<file path="src/rtl/core/fbi_root.sv">
// Pipelined integer square root, one result bit per stage.
module fbi_root #(
  parameter int unsigned InBits  = 52,
  parameter int unsigned OutBits = 26,
  parameter int unsigned TagBits = 8
) (
  input  logic               clk_i,
  input  logic               rst_ni,
  input  logic               valid_i,
  input  logic [InBits-1:0]  rad_i,
  input  logic [TagBits-1:0] tag_i,
  output logic               valid_o,
  output logic [OutBits-1:0] root_o,
  output logic [TagBits-1:0] tag_o
);

  localparam int unsigned RemBits = OutBits + 2;
  localparam int unsigned PadBits = 2 * OutBits;

  logic [OutBits:0]     vld_q;
  logic [PadBits-1:0]   rad_q  [OutBits+1];
  logic [RemBits-1:0]   rem_q  [OutBits+1];
  logic [OutBits-1:0]   root_q [OutBits+1];
  logic [TagBits-1:0]   tag_q  [OutBits+1];

  always_comb begin
    vld_q[0]  = valid_i;
    rad_q[0]  = PadBits'(rad_i);
    rem_q[0]  = '0;
    root_q[0] = '0;
    tag_q[0]  = tag_i;
  end

  for (genvar s = 0; s < OutBits; s++) begin : g_stage
    logic [RemBits-1:0] trial_d;
    logic [RemBits-1:0] rem_d;
    logic [RemBits-1:0] sub_d;
    logic [OutBits-1:0] root_d;
    logic               vld_r;
    logic [PadBits-1:0] rad_r;
    logic [RemBits-1:0] rem_r;
    logic [OutBits-1:0] root_r;
    logic [TagBits-1:0] tag_r;

    always_comb begin
      trial_d = {rem_q[s][RemBits-3:0], rad_q[s][PadBits-1 -: 2]};
      sub_d   = {root_q[s], 2'b01};
      if (trial_d >= sub_d) begin
        rem_d  = trial_d - sub_d;
        root_d = {root_q[s][OutBits-2:0], 1'b1};
      end else begin
        rem_d  = trial_d;
        root_d = {root_q[s][OutBits-2:0], 1'b0};
      end
    end

    always_ff @(posedge clk_i or negedge rst_ni) begin
      if (!rst_ni) begin
        vld_r <= 1'b0;
      end else begin
        vld_r <= vld_q[s];
      end
    end

    always_ff @(posedge clk_i) begin
      rad_r  <= {rad_q[s][PadBits-3:0], 2'b00};
      rem_r  <= rem_d;
      root_r <= root_d;
      tag_r  <= tag_q[s];
    end

    always_comb begin
      vld_q[s+1]  = vld_r;
      rad_q[s+1]  = rad_r;
      rem_q[s+1]  = rem_r;
      root_q[s+1] = root_r;
      tag_q[s+1]  = tag_r;
    end
  end

  assign valid_o = vld_q[OutBits];
  assign root_o  = root_q[OutBits];
  assign tag_o   = tag_q[OutBits];

endmodule

</file>
<file path="config.mk">
export PLATFORM = sky130hd
export DESIGN_NAME = fbi_root
export DESIGN_NICKNAME = d
export VERILOG_FILES = /design/src/rtl/core/fbi_root.sv
export SDC_FILE = /design/constraint.sdc
export NUM_CORES = 2
export LEC_CHECK = 0
export BUFFER_PORTS_ARGS = -buffer_cell sky130_fd_sc_hd__buf_2
export CORE_MARGIN = 2
export CORE_UTILIZATION = 53
export CTS_CLUSTER_SIZE = 14
export DETAILED_ROUTE_END_ITERATION = 8
export GPL_TIMING_DRIVEN = 0
export PLACE_DENSITY = 0.78
export RECOVER_POWER = 25
export SLEW_MARGIN = 20
export SYNTH_ARGS = -nofsm -noshare
export SYNTH_HDL_FRONTEND = slang
export SYNTH_SLANG_ARGS = --single-unit
</file>
<file path="constraint.sdc">
create_clock -name clk_i -period 3.5 [get_ports clk_i]
set_input_delay 0.875 -clock clk_i [delete_from_list [all_inputs] [get_ports clk_i]]
set_output_delay 0.875 -clock clk_i [all_outputs]
set_load 0.01 [all_outputs]
</file>
; Word level (Yosys, flattened, before mapping)
; Cells that the tools add are included.
[word_totals]
register_bits = 1862
elab_cells = 231
output_inout_bits = 35
in_bits = 63
[classes]
order_cmp = 26
n_mux = 51
n_addsub = 25
[ops]
columns = cell, count
row1 = 26-bit 2-to-1 mux, 24
row2 = 28-bit by 10-bit greater-or-equal comparator with 1-bit output, 1
row3 = 28-bit by 11-bit greater-or-equal comparator with 1-bit output, 1
row4 = 28-bit by 12-bit greater-or-equal comparator with 1-bit output, 1
row5 = 28-bit by 13-bit greater-or-equal comparator with 1-bit output, 1
row6 = 28-bit by 14-bit greater-or-equal comparator with 1-bit output, 1
row7 = 28-bit by 15-bit greater-or-equal comparator with 1-bit output, 1
row8 = 28-bit by 16-bit greater-or-equal comparator with 1-bit output, 1
row9 = 28-bit by 17-bit greater-or-equal comparator with 1-bit output, 1
row10 = 28-bit by 18-bit greater-or-equal comparator with 1-bit output, 1
row11 = 28-bit by 19-bit greater-or-equal comparator with 1-bit output, 1
row12 = 28-bit by 20-bit greater-or-equal comparator with 1-bit output, 1
row13 = 28-bit by 21-bit greater-or-equal comparator with 1-bit output, 1
row14 = 28-bit by 22-bit greater-or-equal comparator with 1-bit output, 1
row15 = 28-bit by 23-bit greater-or-equal comparator with 1-bit output, 1
row16 = 28-bit by 24-bit greater-or-equal comparator with 1-bit output, 1
row17 = 28-bit by 25-bit greater-or-equal comparator with 1-bit output, 1
row18 = 28-bit by 26-bit greater-or-equal comparator with 1-bit output, 1
row19 = 28-bit by 27-bit greater-or-equal comparator with 1-bit output, 1
row20 = 28-bit by 3-bit greater-or-equal comparator with 1-bit output, 1
row21 = 28-bit by 4-bit greater-or-equal comparator with 1-bit output, 1
row22 = 28-bit by 5-bit greater-or-equal comparator with 1-bit output, 1
row23 = 28-bit by 6-bit greater-or-equal comparator with 1-bit output, 1
row24 = 28-bit by 7-bit greater-or-equal comparator with 1-bit output, 1
row25 = 30 further kinds, 55

; Logic depth before layout (Yosys ltp)
[logic_depth]
depth_word = 2
ltp_mapped = 13
ltp_nobuf = 11

; Least setup slack after synthesis
; Ideal clock, no wire load.
[synth_path]
path_kind = register to register
start = reg g_stage[7].rem_r[12]
end = reg g_stage[8].rem_r[6]
path_slack_ns = 0.459
period_less_slack_ns = 3.041
arrival_time_ns = 2.918
stages_incl_launch_ff = 8
n_path_buf = 0
required_ns = 3.377
setup_ns = 0.123
path_cell_list = dfxtp_1 -> or3_4 -> or3_4 -> or4_4 -> or3_1 -> or4_4 -> nor2_8 -> mux2_1
[synth_via]
elab_chain_cells = 2
[synth_lines]
columns = element, line_no
row1 = "start, declared", 41  ; logic [RemBits-1:0] rem_r;
row2 = "start signal, assigned", 67  ; rem_r <= rem_d;
row3 = 28-bit by 10-bit greater-or-equal comparator with 1-bit output, 48  ; if (trial_d >= sub_d) begin
row4 = 26-bit 2-to-1 mux, 48
row5 = net g_stage[8].rem_d[6], 36  ; logic [RemBits-1:0] rem_d;
row6 = "end signal, assigned", 67
row7 = "end, declared", 41
; The timed path passes the listed nets, and every way through them passes these cells.
; A chain may end at the register's enable or synchronous reset.

; Final worst setup path
[layout_path]
start = reg g_stage[22].root_r[1]
end = reg g_stage[23].rem_r[13]
[layout_via]
elab_chain_cells = 2
elab_cells_between_ends = 3
cone_classes = add/sub: 1 / order compare: 1 / mux: 1
[layout_lines]
columns = element, line_no
row1 = "start, declared", 42  ; logic [OutBits-1:0] root_r;
row2 = "start signal, assigned", 68  ; root_r <= root_d;
row3 = 26-bit by 25-bit subtractor with 26-bit output / 28-bit by 25-bit greater-or-equal comparator with 1-bit output (equally long branches), "49, 48"
row4 = 26-bit 2-to-1 mux *, 48
row5 = net g_stage[23].rem_d[13], 36
row6 = "end signal, assigned", 67
row7 = "end, declared", 41
; The timed path passes the listed nets; every way through them passes the cells marked *.

==> summary.txt <==
Iter 0 DRT Violations = 2352
Slew Viols, Final = 0
Die width = 349 um
Mapped cell area = 63100 um2
Antenna Nets Post-Route = 0
Final hold viol count = 0
Post-synthesis mux area share = 1.46%
Critical path required time = 4210 ps
# setup viols final = 0
# port buffers = 97
Crit path launch type = flop
Die Ht = 349 um
Buf/Inv on CP = 4
Fmax = 297 MHz
GPL Wtd Cong = 0.915
EDFF count, synth = 0
Detailed-route via count = 41300
Post-synth ARST share = 1.42%
Reg2reg path depth = 12
Status = finished, final reports clean
Pin count of the biggest net entering global routing = 27
Power share of the clock group = 34.8%
Path type of the worst min-delay path = in2async
Total power = 55400 uW
Critical path type = reg2reg
Final std cells w/o fill = 7819
Global Route Usage Sum = 20.4%
H-Tree Depth = 4
Clock sinks = 1837
HPWL Detailed = 90.0 mm
RSZ-0062 raised after global routing = no
Post-synth net total = 6318
Critical Path End Type = flop
Dpl ws = -1010 ps
Placed insts = 7511
Slowest stage cell, crit path = o32ai_4
Max Fanout on Critical Path = 10
Share of layout cells above drive strength 1 = 8.83%
Synth top area share = 57.5%
Root Buffer = clkbuf_16
P_leak = 0.0336 uW
ANT cells = 0
Synth Flop Type = dfxtp_1
Worst r2r dst = g_stage[23].rem_r[13]$_DFF_P_
Core footprint = 118000 um2
Number of synthesis warnings = 0
Seq/Total Area, Yosys = 58.5%
CTS tree = done
Nets = 6597
Clock slew at reported path FFs = 60 ps
Initial antenna violation count = 1
WP data arrival = 4080 ps
Fin area = 71800 um2
# IOs = 98
Worst R2R Start = g_stage[22].root_r[1]$_DFF_P_
P per Cell Area = 771 nW/um2
Cell Rows = 126
First-pass GRT wire length = 203 mm
Largest family of logic cells by synthesized area = compound AO/OA/AOI/OAI gates
Synth Instances = 5877
Util after Layout = 60.8%
Crit-path cells = inv_1 > ha_1 > o21ai_0 > a21oi_2 > o32ai_4 > o2111ai_1 > nand2_1 > o21a_2 > inv_1 > clkbuf_2 > clkbuf_2 > a21oi_1
Starting density of the core = 53.4%
Avg Cell Area, Syn = 10.7 um2
Number of CTS-inserted buffers = 174
Distinct cells, synth = 84
Switching share of power = 27.9%
Slew @ Worst Pin = 1080 ps
R2R Setup Slk = 130 ps
IR drop worst, VDD = 677 uV
Adder-Cell Fraction of Synth Area = 7.50%
Final wirelength = 125 mm
Vias in the first global route = 41100
Longest Clk Path Bufs = 3
Final WS setup = 129 ps
Top area cells in the synthesized netlist = dfxtp_1 (57%), ha_1 (7.5%), xnor2_1 (3.5%)
Cell family with most CP delay = compound AO/OA/AOI/OAI gates
Clk_lat worst skew = 820 ps
P_sw = 15500 uW
Fin crit share = 96.3%
Sequential Power Share = 47.7%
Largest area contributor in the netlist = dfxtp_1
Xor and xnor area share after synthesis = 6.58%
Min Clock Period, post-route = 3370 ps
P_int = 39900 uW
Layout Skew = 60.8 ps
Total grt overflow = 0
Die area = 122000 um2
Synth Register Bits = 1837
Post-Synth Simple-Gate Area = 10.7%
TritonRoute pass-1 iters = 5
Post-DP Area = 65500 um2
DRC violations left = 0
Area growth, synth to finish = 13.9%
Combinational Power Share = 17.5%
Via density = 5.28
Max-Cap Viols = 0
DR WL/cell = 16.0 um
Synth Area in Compound Gates = 11.9%
Max transition margin = 27.5%
Max stage delay on crit path = 440 ps
routing by layer:
| metal | share of wire [%] | track usage [%] | up-vias | wire, um |
|---|---|---|---|---|
| met4 | 3.4 | 8.87 | 0 | 4250 |
| li1 | - | - | 20700 | - |
| met3 | 4.6 | 3.52 | 284 | 5700 |
| met1 | 44 | 24.8 | 19400 | 54500 |
| met2 | 48 | 35.3 | 958 | 60300 |
| met5 | 0 | 0 | - | 0 |
kinds of logic (layout without fill, tap and decap cells):
kind of cell,count (synthesis),count (layout)
compound gates,1193,1193
xor+xnor,474,474
fa+ha+maj,378,378
buf+inv,562,968
flops,1837,1837
mux,83,83
other cells,1,1
simple gates,1349,1349
layout make-up:
cell class	count	area, um2
plain buffers	93	399
clock buffers	239	4990
clock inverters	64	1110
fillers	9242	46300
inverters	467	1750
multi-input cells	3478	24200
flip-flops and latches	1837	36900
well taps	1536	1920
repair buffers	105	537
synth_stat cells (19+ instances only):
master,count
nand3_1,73
o31ai_1,49
nor3_1,143
o211ai_1,26
nor2b_1,57
a21oi_1,390
o21ai_0,256
nor2_1,339
nand4_1,45
nand2b_1,58
mux2_2,73
inv_1,464
a21o_1,138
dfrtp_1,26
nor3b_1,19
a31oi_1,28
clkbuf_1,89
a211oi_1,35
nor4_1,74
or4_1,25
and3_1,24
xor2_1,225
xnor2_1,249
dfxtp_1,1811
nand2_1,321
or2_2,34
or3_1,52
o21a_1,89
ha_1,378
o21bai_1,25
state kept, by name (all words and copies together) (netlist names):
register        flops
valid_o             1
g_stage.root_r    325
root_o             26
g_stage.rad_r     650
g_stage.rem_r     602
g_stage.tag_r     200
g_stage.vld_r      25
tag_o               8
repair_timing:
item / in CTS / in global routing
endpoints found under the setup margin: 160 / 182
gates resized for setup: 33 / 41
setup buffers: 1 / 6
pin swaps: 1 / 3
hold buffers: 0 / 0
through the flow:
stage / TNS (ps) / hold slack [ps]
final: 0 / 59.9
after global routing: 0 / 76.9
after global placement: -74330 / 309
after CTS: 0 / 7.02
after floorplan: 0 / 310
after detailed placement: -61900 / 312
cells in the final DEF (no fill, tap or decap), types with 26 or more instances in the layout:
cell / synthesis / layout
a21oi_1: 390 / 389
clkbuf_1: 89 / 94
nand4_1: 45 / 45
nor4_1: 74 / 71
nor2_1: 339 / 339
dfxtp_1: 1811 / 1811
a21o_1: 138 / 138
nand3_1: 73 / 73
o31ai_1: 49 / 45
a31oi_1: 28 / 27
or3_1: 52 / 52
clkbuf_16: 0 / 175
o21a_1: 89 / 88
nand2_1: 321 / 321
clkbuf_2: 0 / 26
xor2_1: 225 / 225
nor3_1: 143 / 142
buf_2: 0 / 92
nand2b_1: 58 / 58
ha_1: 378 / 378
inv_1: 464 / 464
xnor2_1: 249 / 249
mux2_2: 73 / 73
o21ai_0: 256 / 253
clkbuf_8: 0 / 37
dfrtp_1: 26 / 26
a211oi_1: 35 / 33
nor2b_1: 57 / 57
o211ai_1: 26 / 26
or2_2: 34 / 34
how the worst max path moves through the flow:
stage / from / to / slack (ps) / cells after the start
floorplan: g_stage[7].rem_r[12]$_DFF_P_ / g_stage[8].rem_r[6]$_DFF_P_ / 460 / 7
global placement: g_stage[21].root_r[3]$_DFF_P_ / g_stage[22].rem_r[21]$_DFF_P_ / -1040 / 11
detailed placement: g_stage[21].root_r[3]$_DFF_P_ / g_stage[22].rem_r[21]$_DFF_P_ / -1010 / 11
CTS: g_stage[12].root_r[0]$_DFF_P_ / g_stage[13].rem_r[17]$_DFF_P_ / 10 / 11
global route: g_stage[8].root_r[0]$_DFF_P_ / g_stage[9].rem_r[10]$_DFF_P_ / 7 / 11
finish: g_stage[22].root_r[1]$_DFF_P_ / g_stage[23].rem_r[13]$_DFF_P_ / 130 / 12
power groups by stage:
stage | clock (uW) | sequential (uW) | combinational, uW
finish | 19300 | 26400 | 9720
global route | 20600 | 26700 | 10800
CTS | 19800 | 26400 | 9620
detailed placement | 0 | 26800 | 9460
global placement | 0 | 26700 | 9240
floorplan | 0 | 26000 | 7500
Power figures use the tool's default switching activity.
